`src/design/omc_pkg.sv`:
```
// shared constants and types for the orthogonal matrix check
`default_nettype none
package omc_pkg;
  localparam int unsigned MAX_SIZE_DEF    = 16;
  localparam int unsigned ENTRY_WIDTH_DEF = 16;
  localparam int unsigned IN_WIDTH        = 16;
  localparam int unsigned SIZE_WIDTH      = 5;
  localparam logic [SIZE_WIDTH-1:0] SIZE_RESET = 5'd4;

  // per-cell control for one step of the dot product pass
  typedef struct packed {
    logic shift;   // rotate row shift lines by one column
    logic clear;   // start a new dot product
    logic accum;   // add product of current heads
  } cell_ctl_t;
endpackage
`default_nettype wire

```
`src/design/omc_cell.sv`:
```
// one matrix row: shift line of entries plus a row-times-row accumulator
`default_nettype none
module omc_cell #(
  parameter int unsigned MAX_SIZE    = omc_pkg::MAX_SIZE_DEF,
  parameter int unsigned ENTRY_WIDTH = omc_pkg::ENTRY_WIDTH_DEF,
  parameter int unsigned ACC_WIDTH   = 2 * ENTRY_WIDTH + 7
) (
  input  wire                           clk,
  input  wire                           load_en,
  input  wire signed [ENTRY_WIDTH-1:0]  load_value,
  input  wire omc_pkg::cell_ctl_t       ctl,
  input  wire signed [ENTRY_WIDTH-1:0]  probe,
  output logic signed [ENTRY_WIDTH-1:0] head,
  output logic signed [ACC_WIDTH-1:0]   acc
);
  import omc_pkg::*;

  logic signed [ENTRY_WIDTH-1:0] line_r [MAX_SIZE];
  logic signed [2*ENTRY_WIDTH-1:0] prod_r;
  logic                            prod_v_r;
  logic signed [ACC_WIDTH-1:0] acc_r;

  assign head = line_r[0];
  assign acc  = acc_r;

  // shift line, loading enters at the tail, scanning rotates head to tail
  always_ff @(posedge clk) begin
    if (load_en) begin
      for (int i = 0; i < MAX_SIZE - 1; i++) line_r[i] <= line_r[i+1];
      line_r[MAX_SIZE-1] <= load_value;
    end else if (ctl.shift) begin
      for (int i = 0; i < MAX_SIZE - 1; i++) line_r[i] <= line_r[i+1];
      line_r[MAX_SIZE-1] <= line_r[0];
    end
  end

  // registered product then accumulate
  always_ff @(posedge clk) begin
    prod_r   <= line_r[0] * probe;
    prod_v_r <= ctl.accum;
    if (ctl.clear) begin
      acc_r <= '0;
    end else if (prod_v_r) begin
      acc_r <= acc_r + ACC_WIDTH'(prod_r);
    end
  end
endmodule
`default_nettype wire
```
`config.mk`:
```
export PLATFORM = sky130hd
export DESIGN_NAME = omc_cell
export DESIGN_NICKNAME = d
export VERILOG_FILES = /design/src/design/omc_pkg.sv /design/src/design/omc_cell.sv
export SDC_FILE = /design/constraint.sdc
export NUM_CORES = 1
export LEC_CHECK = 0
export ABC_AREA = 1
export CAP_MARGIN = 10
export CORE_AREA = 10 10 270 272
export CTS_BUF_LIST = sky130_fd_sc_hd__clkbuf_4 sky130_fd_sc_hd__clkbuf_8
export DETAILED_ROUTE_END_ITERATION = 10
export DIE_AREA = 0 0 280 282
export DONT_BUFFER_PORTS = 1
export SYNTH_ARGS = -nofsm -noshare
export SYNTH_HDL_FRONTEND = slang
export SYNTH_SLANG_ARGS = --single-unit
```
`constraint.sdc`:
```
create_clock -name clk -period 16.4 [get_ports clk]
set_clock_uncertainty 0.1 [all_clocks]
set_input_delay 0 -clock clk [delete_from_list [all_inputs] [get_ports clk]]
set_output_delay 0 -clock clk [all_outputs]
set_load 0.005 [all_outputs]
```
== Word level (Yosys, flattened, before mapping) ==
Memories as Yosys holds them, arrays and structs flattened.
Cells that the tools add are included.
Storage, ports and cells
  bits in registers: 72
  memory bits (writable): 256
  bits of input ports: 37
  output and inout port bits: 55
  logic and storage cells: 43
  memories: 1
Memories
  line_r: depth 16, bits a word 16, read ports 16, clocked after memory_dff 0, wr ports 16, RTL line omc_cell.sv:18  | logic signed [ENTRY_WIDTH-1:0] line_r [MAX_SIZE];
Operators by class
  add/sub/neg operators: 1
  multiply operators: 1
  mux-type cells: 21
  bitwise operators: 16
Operators with widths (number)
  16-bit two-way mux: 16
  39-bit by 32-bit adder with 39-bit output: 1
  16-bit by 16-bit multiplier with 32-bit output: 1
  1-bit OR: 16
  1-bit two-way mux: 5

== Logic depth before layout (Yosys ltp) ==
Gate-level depths: netlist of the first run.
  depth after elaboration: 4
  mapped depth: 25
  mapped depth without buffers: 23

== Least setup slack after synthesis of the first run ==
OpenSTA, ideal clock, no wires.
  path type: register to register
  start point: memory line_r[0][15] (netlist name)
  end point: register prod_r[28]
  setup time: 0.072 ns
  arrival time: 5.560 ns
  data required time: 16.228 ns
  slack: 10.668 ns
  cell stages (with the launch flop): 21
  buffers on the path: 2
  period minus slack after synthesis: 5.732 ns
  cells stage by stage: edfxtp_1 clkbuf_1 clkbuf_1 nand2_1 inv_1 fa_1 fa_1 inv_1 fa_1 fa_1 fa_1 fa_1 inv_1 ha_1 nand2_1 nor2_1 nand2_1 nor4_1 o21ai_0 o211ai_1 xor2_1
RTL lines
  start, declared: RTL line omc_cell.sv:18
  end signal, assigned: RTL line omc_cell.sv:39  | prod_r <= line_r[0] * probe;
  end, declared: RTL line omc_cell.sv:19  | logic signed [2*ENTRY_WIDTH-1:0] prod_r;

==> results.tsv, run 1 <==
stage	metric	value	unit
logic_synthesis	synth.cell_area	23400	um2
cells_and_area	multi_input_area	11700	um2
die	core.rowCount	96	
global_route	grt_first_pass_wirelength	86100	um
logic_synthesis	synthTopCellsByArea	edfxtp_1, fa_1, inv_1, nand2_1, ha_1	
logic_synthesis	yosysSeqAreaShare	0.390	
logic_synthesis	ys_seq_elements	328	
sta	maxSlewViolCount	0	
clocking	cts_tree	yes	
cells_and_area	seq_area	9130	um2
setup_path	cp-start-kind	flip-flop	
cells_and_area	final_core_util	0.381	
setup_path	crit_chain	nand2_1, inv_1, fa_1, fa_1, fa_1, fa_1, fa_1, inv_1, fa_1, inv_1, ha_1, a21oi_1, o21ai_0, a21oi_1, nand3_1, nand2_1, nand3_1, xor2_1	
global_route	antenna_found_initial	3	
clocking	numCtsBuffers	56	
sta	setup_violations	0	
logic_synthesis	ys_top_cells_by_count	inv_1, nand2_1, fa_1	
die	core	67700	um2
logic_synthesis	syn_inst	2465	
min_path	min_path_cells	7	
setup_path	endpoint_kind	flip-flop	
global_route	grt_pass1_vias	15972	
sta	worst_pin_slew	1130	ps
detailed_routing	wl_per_cell	15.6	um
sta	rsz0062_at_grt	false	
detailed_routing	drtPass1Iterations	5	
clocking	root_buffer	clkbuf_8	
cells_and_area	nets	2905	
sta	period_share	0.388	
place	portBuffers	0	
setup_path	critPathArrivalTime	6810	ps
die	die_x	280	um
die	die_h	282	um
clocking	cts-htree-levels	2	
sta	fmax	157	MHz
cells_and_area	areaGrowthSynthToFinish	10.4	%
sta	slew_headroom	0.248	
detailed_routing	drtIter0Drc	979	
run_status	status	finished clean	
detailed_routing	drc	0	
detailed_routing	wl	53200	um
clocking	path_clk_slew	60	ps
setup_path	cp_max_fo	18	
die	start_util	0.345	
logic_synthesis	async_reset_ff_frac	0	
place	gp_congestion	0.929	
clocking	cts.sinks	328	
setup_path	crit_top_cell	fa_1	
clocking	clkLatencyLatePin	680	ps
logic_synthesis	synthDistinctLibCells	48	
global_route	grt_use_total	0.139	
cells_and_area	drive_gt1_frac	0.0574	
setup_path	cpPeakStageDelay	830	ps
logic_synthesis	synth_edf_count	256	
die	ios	92	
setup_path	crit_type	flip-flop to flip-flop	
min_path	min_path_type	primary input to flip-flop	
clocking	cts_resized	0	
die	die-area	79000	um2
detailed_routing	via_per_inst	4.56	
logic_synthesis	ys_warn_count	0	
logic_synthesis	syn_avg_cell_area	9.49	um2
setup_path	ff2ff_path_depth	18	
global_route	grt_overflow_total	0	
sta	tns	0	ps
logic_synthesis	ys.flop_type	edfxtp_1	
logic_synthesis	synth_top_area_frac	0.329	
detailed_routing	num_vias	15542	
setup_path	cp_slowest_cell	fa_1	
cells_and_area	fillCellCount	6750	
clocking	cts_setup_buffers	0	
detailed_routing	ant_nets	0	
logic_synthesis	synth_top_area_cell	edfxtp_1	
sta	post-route-min-period	6360	ps
job	drv_cap	0	
setup_path	worstPathRequired	16850	ps
place	dp_hpwl	39700	um
sta	hold_viol_final	0	
clocking	cts_hold_buf	46	
global_route	grt_max_degree	83	
clocking	clock_path_buffers	3	
logic_synthesis	syn_nets	2885	
-- cell type report --
| cell class | count | area share |
|---|---|---|
| Clock inverter | 25 | 0.0112 |
| Clock buffer | 72 | 0.0357 |
| Tap cell | 882 | 0.0427 |
| Timing Repair Buffer | 56 | 0.0211 |
| Multi-Input combinational cell | 1467 | 0.452 |
| Sequential cell | 328 | 0.353 |
| Antenna cell | 1 | 0.0000969 |
| Inverter | 576 | 0.0837 |
-- kinds of logic after synthesis --
| kind of cell | after synthesis | share of synthesized area |
|---|---|---|
| buf+inv | 670 | 0.111 |
| compound gates | 166 | 0.0400 |
| flops | 328 | 0.390 |
| fa+ha+maj | 383 | 0.289 |
| xor+xnor | 51 | 0.0191 |
| simple gates | 867 | 0.151 |
-- worst max-delay path, delay by kind of cell (launching register included) --
kind                     cells  cell delay [ps]
AO/OA/AOI/OAI                3              570
XOR/XNOR                     1              160
adder cells (fa/ha/maj)      7             3690
buffers and inverters        3              270
flip-flops                   1              820
AND/OR/NAND/NOR              4              630
-- sequential cells by signal, indices dropped and copies added (netlist names) --
name      flops
acc          39
prod_v_r      1
line_r      256
prod_r       32
-- cells in the final DEF, fill, tap and decap left out, types with 5 or more instances in the layout --
cell           netlist  routed
bufinv_16            0       5
clkinv_1             1      11
nand2_1            571     571
a21oi_1             70      70
o21ai_1             17      17
xnor2_1             20      20
dfxtp_1             72      71
inv_1              571     571
buf_4               16      10
nand3_1             50      50
ha_1               120     120
nor2_2               5       5
fa_1               263     263
nand2_2             16      16
xor2_1              31      31
a21o_1               6       6
o21ai_0             43      43
nand4_1             18      18
o21bai_1            10      10
clkinv_2             0       6
clkbuf_8             2      61
nor2_1             183     183
edfxtp_1           256     256
dlygate4sd3_1        0      45
clkbuf_4             0      11
nor3_1               5       5
-- metal layers --
layer  vias up  wire [um]  track usage
met4         0       1790       0.0507
met1      7542      23000        0.176
li1       7519          -            -
met5         -          0            0
met3       100       2900       0.0215
met2       381      25400        0.236
-- final timing paths --
| kind | endpoint | startpoint | slack, ps |
|---|---|---|---|
| worst min-delay path | prod_r[31]$_DFF_P_ | probe[14] | 90 |
| worst min register to register | line_r[0][50]$_DFFE_PP_ | line_r[0][66]$_DFFE_PP_ | 310 |
| worst max register to register | prod_r[31]$_DFF_P_ | line_r[0][15]$_DFFE_PP_ | 10040 |
| worst max-delay path | prod_r[31]$_DFF_P_ | line_r[0][15]$_DFFE_PP_ | 10040 |
-- stage by stage --
step / instances / area, um2 / hold slack (ps) / worst slack (ps)
2_1_floorplan: 2465 / 23400 / -72.3 / 10670
4_1_cts: 3406 / 25800 / 57.0 / 10010
6_report: 3407 / 25800 / 90.8 / 10040
5_1_grt: 3407 / 25800 / 123 / 9590
3_5_place_dp: 3263 / 24100 / -72.1 / 10010
3_3_place_gp: 3263 / 24100 / -72.0 / 9990
Power of run 1 is left out: the tool's default activity adds up to more than one toggle a clock period on the data nets, which glitch-free logic cannot reach.
==> run 2: changes to the inputs <==
clock period = 5.6 ns   (was 16.4 ns; I/O delays follow)
==> results.tsv, run 2 (synthesis gave the netlist of run 1 again) <==
stage	metric	value	unit
setup_path	crit_chain	buf_4, nand2_1, inv_1, fa_2, buf_6, fa_1, fa_1, fa_1, fa_1, inv_1, fa_1, inv_1, ha_4, nand2_1, inv_2, nand2_2, nor3_4, nand4_1, nand3_2, a21oi_2, xnor2_1	
die	die_h	282	um
sta	maxSlewViolCount	0	
detailed_routing	ant_nets	0	
global_route	grt_overflow_total	0	
clocking	root_buffer	clkbuf_8	
min_path	min_path_type	primary input to flip-flop	
sta	period_share	0.977	
sta	post-route-min-period	5470	ps
setup_path	crit_type	flip-flop to flip-flop	
sta	rsz0062_at_grt	true	
cells_and_area	drive_gt1_frac	0.118	
setup_path	endpoint_kind	flip-flop	
cells_and_area	areaGrowthSynthToFinish	15.7	%
die	die-area	79000	um2
global_route	antenna_found_initial	2	
die	core.rowCount	96	
global_route	grt_pass1_vias	16286	
die	die_x	280	um
detailed_routing	drtPass1Iterations	6	
clocking	clock_path_buffers	3	
clocking	cts-htree-levels	2	
clocking	path_clk_slew	60	ps
global_route	grt_use_total	0.140	
detailed_routing	drtIter0Drc	1074	
setup_path	cp-start-kind	flip-flop	
detailed_routing	via_per_inst	4.53	
cells_and_area	largest_reg_flops	256	
sta	worst_pin_slew	1030	ps
setup_path	worstPathRequired	6100	ps
place	portBuffers	0	
cells_and_area	mostFrequentLayoutCells	inv_1, nand2_1, edfxtp_1, fa_1, nor2_1	
cells_and_area	nets	2986	
global_route	grt_max_degree	127	
job	drv_cap	0	
setup_path	critPathArrivalTime	5970	ps
setup_path	cp_slowest_cell	fa_2	
sta	slew_headroom	0.311	
cells_and_area	final_common_cell	inv_1	
die	start_util	0.345	
sta	hold_viol_final	0	
detailed_routing	wl	53500	um
clocking	cts.sinks	328	
detailed_routing	num_vias	15819	
place	post-place-cells	3321	
die	ios	92	
detailed_routing	wl_per_cell	15.3	um
global_route	grt_first_pass_wirelength	87000	um
clocking	numCtsBuffers	56	
detailed_routing	drc	0	
die	core	67700	um2
place	gp_congestion	0.924	
run_status	status	finished clean	
setup_path	crit_top_cell	fa_1	
setup_path	cp_max_fo	5	
sta	holdWs	52.0	ps
clocking	clkLatencyLatePin	660	ps
sta	setup_violations	0	
sta	fmax	183	MHz
cells_and_area	regMostFlops	line_r	
cells_and_area	fin_cells	3491	
setup_path	cpPeakStageDelay	580	ps
clocking	cts_tree	yes	
place	dp_hpwl	40500	um
## run 2: cell count changes in the layout (fill, tap and decap cells not counted), sizes merged
cell,delta
bufinv,+3
clkbuf,+4
dlygate4sd3,-2
clkinvlp,+1
clkinv,-5
buf,+83
## run 2: worst paths after layout
path	startpoint	slack (ps)	end	cells past startpoint
worst max-delay path	line_r[0][15]$_DFFE_PP_	130	prod_r[24]$_DFF_P_	21
worst min-delay path	load_value[4]	50	line_r[1][116]$_DFFE_PP_	3
worst max register to register	line_r[0][15]$_DFFE_PP_	130	prod_r[24]$_DFF_P_	21
worst min register to register	line_r[0][20]$_DFFE_PP_	300	line_r[0][4]$_DFFE_PP_	0
## run 2: routing by layer
| metal | vias to the layer above | routed length, um | GRT usage |
|---|---|---|---|
| met1 | 7737 | 23200 | 0.176 |
| met2 | 322 | 26400 | 0.242 |
| met3 | 77 | 2540 | 0.0222 |
| li1 | 7683 | - | - |
| met5 | - | 0 | 0 |
| met4 | 0 | 1360 | 0.0446 |
## run 2: area by class of cell
class	count	area (um2)
Antenna cell	1	2.50
Timing Repair Buffer	137	1280
Sequential cell	328	9130
Clock inverter	24	375
Multi-Input combinational cell	1467	12100
Inverter	576	2160
Tap cell	882	1100
Clock buffer	76	940
Fill cell	6644	40700
## run 2: per-stage QoR
step | worst slack (ps) | TNS, ps | instance area [um2] | util
5_1_grt | -166 | -1060 | 27100 | 0.400
6_report | 130 | 0 | 27100 | 0.400
2_1_floorplan | 37.6 | 0 | 23400 | -
3_5_place_dp | -135 | -334 | 24700 | 0.364
4_1_cts | 6.91 | 0 | 26500 | 0.391
3_3_place_gp | -112 | -265 | 24700 | 0.364
## run 2: repair_timing
action / 4_1_cts / 5_1_grt
endpoints found under the hold margin: 61 / 0
hold buffers: 44 / 0
endpoints found under the setup margin: 6 / 16
buffers inserted: 6 / 18
gates cloned: 0 / 1
pin swaps: 0 / 36
gates resized for setup: 3 / 89
## run 2: worst max-delay path: cells and delay by family (launching register included)
family | cells | cell delay, ps
compound gates | 1 | 70
xor+xnor | 1 | 200
flops | 1 | 400
fa+ha+maj | 7 | 3280
simple gates | 6 | 790
buf+inv | 6 | 560
Power of run 2 is left out for the same reason.
==> run 3: changes to the inputs <==
BUFFER_PORTS_ARGS = -buffer_cell sky130_fd_sc_hd__buf_2   (was default)
DONT_BUFFER_PORTS = default   (was 1)
==> results.tsv, run 3 (synthesis gave the netlist of run 1 again) <==
stage	metric	value	unit
min_path	min_to	line_r[1][112]$_DFFE_PP_	
cells_and_area	regMostFlops	line_r	
die	start_util	0.345	
place	gp_congestion	0.887	
die	ios	92	
cells_and_area	areaGrowthSynthToFinish	17.9	%
sta	setup_violations	0	
clocking	root_buffer	clkbuf_8	
cells_and_area	largest_reg_flops	256	
min_path	hp-start	ctl[2]	
clocking	path_clk_slew	70	ps
detailed_routing	drtIter0Drc	994	
cells_and_area	mostFrequentLayoutCells	inv_1, nand2_1, edfxtp_1, fa_1, nor2_1	
setup_path	cp-start-kind	flip-flop	
cells_and_area	multi_input_area	12100	um2
cells_and_area	nets	3107	
clocking	clkLatencyLatePin	670	ps
sta	worst_pin_slew	1080	ps
place	portBuffers	91	
cells_and_area	fillCellCount	6724	
setup_path	endpoint_kind	flip-flop	
sta	period_share	0.991	
die	core.rowCount	96	
setup_path	cpPeakStageDelay	570	ps
sta	fmax	180	MHz
detailed_routing	drtPass1Iterations	5	
global_route	grt_use_total	0.141	
setup_path	worstPathRequired	6070	ps
sta	slew_headroom	0.277	
clocking	cts.sinks	328	
global_route	grt_overflow_total	0	
setup_path	crit_type	flip-flop to flip-flop	
setup_path	crit_top_cell	fa_1	
global_route	antenna_found_initial	3	
clocking	clock_path_buffers	3	
die	die-area	79000	um2
min_path	min_path_cells	2	
setup_path	crit_family	adder cells	
cells_and_area	drive_gt1_frac	0.157	
min_path	min_path_type	primary input to flip-flop	
clocking	cts_tree	yes	
sta	rsz0062_at_grt	true	
setup_path	cp_max_fo	5	
global_route	grt_pass1_vias	17162	
job	drv_cap	0	
sta	post-route-min-period	5550	ps
place	dpl_cell_area	25400	um2
detailed_routing	via_per_inst	4.46	
die	core	67700	um2
setup_path	crit_chain	buf_6, buf_6, nand2_4, inv_2, fa_1, fa_1, fa_1, fa_1, fa_1, inv_2, fa_1, inv_2, ha_4, buf_6, nand2_4, inv_2, nand2_2, nor3_2, nand4_1, nand3_4, buf_6, a21oi_4, xnor2_2	
setup_path	cp_num_buf_inv	8	
detailed_routing	ant_nets	0	
global_route	grt_max_degree	193	
setup_path	r2r_start	line_r[0][15]$_DFFE_PP_	
setup_path	cp_slowest_cell	fa_1	
setup_path	cp.depth	23	
detailed_routing	drc	0	
sta	tns	0	ps
cells_and_area	final_common_cell	inv_1	
place	dp_hpwl	42100	um
sta	hold_viol_final	0	
detailed_routing	num_vias	16133	
die	die_h	282	um
global_route	grt_first_pass_wirelength	88600	um
detailed_routing	wl	54300	um
setup_path	ff2ff_path_depth	23	
cells_and_area	seq_area	9130	um2
clocking	numCtsBuffers	54	
clocking	cts-htree-levels	2	
die	die_x	280	um
detailed_routing	wl_per_cell	15.0	um
setup_path	critPathArrivalTime	6020	ps
setup_path	rr_endpoint	prod_r[25]$_DFF_P_	
setup_path	r2r_setup_slack	50	ps
run_status	status	finished clean	
sta	maxSlewViolCount	0	
cells_and_area	design_area	27600	um2
run 3: cell type report:
| type | count | area share |
|---|---|---|
| antenna | 3 | 0.000272 |
| multi-input combinational | 1467 | 0.437 |
| clock buffer | 68 | 0.0314 |
| inverter | 576 | 0.0784 |
| clock inverter | 31 | 0.0110 |
| sequential | 328 | 0.331 |
| timing repair buffer | 260 | 0.0706 |
| tap | 882 | 0.0400 |
run 3: routing by layer:
layer / vias up / wire length (um) / track usage
li1: 7916 / - / -
met1: 7840 / 24400 / 0.182
met2: 293 / 26300 / 0.240
met3: 80 / 1990 / 0.0203
met4: 4 / 1520 / 0.0466
met5: - / 25 / 0
run 3: metrics by stage:
stage                     setup slack, ps  instances  hold WS (ps)   util
final                                49.4       3615           125  0.407
after global routing                 -191       3613           120  0.407
after CTS                            4.21       3601          73.3  0.401
after detailed placement             -223       3448          8.16  0.375
after global placement               -173       3448          5.96  0.375
after floorplan                      37.6       2465         -72.3      -
run 3: how the worst max path moves through the flow:
stage,from,endpoint,slack (ps)
2_1_floorplan,line_r[0][15]$_DFFE_PP_,prod_r[28]$_DFF_P_,40
3_3_place_gp,line_r[0][3]$_DFFE_PP_,prod_r[29]$_DFF_P_,-170
3_5_place_dp,line_r[0][15]$_DFFE_PP_,prod_r[29]$_DFF_P_,-220
4_1_cts,line_r[0][5]$_DFFE_PP_,prod_r[22]$_DFF_P_,4
5_1_grt,line_r[0][15]$_DFFE_PP_,prod_r[31]$_DFF_P_,-190
6_report,line_r[0][15]$_DFFE_PP_,prod_r[25]$_DFF_P_,50
run 3: repair_timing:
action / CTS / global route
endpoints found under the hold margin: 54 / 0
hold buffers: 42 / 0
pin swaps: 15 / 38
setup buffers: 13 / 9
cloned: 0 / 2
gates resized for setup: 19 / 76
endpoints found under the setup margin: 12 / 18
run 3: worst reg2reg max path, stage by stage (launching register included):
cell and delay [ps]:
edfxtp_1 470, buf_6 170, buf_6 110, nand2_4 80, inv_2 40, fa_1 470, fa_1 570, fa_1 440
fa_1 500, fa_1 530, inv_2 40, fa_1 510, inv_2 50, ha_4 270, buf_6 100, nand2_4 50
inv_2 50, nand2_2 60, nor3_2 210, nand4_1 160, nand3_4 160, buf_6 120, a21oi_4 50, xnor2_2 150
Power of run 3 is left out for the same reason.
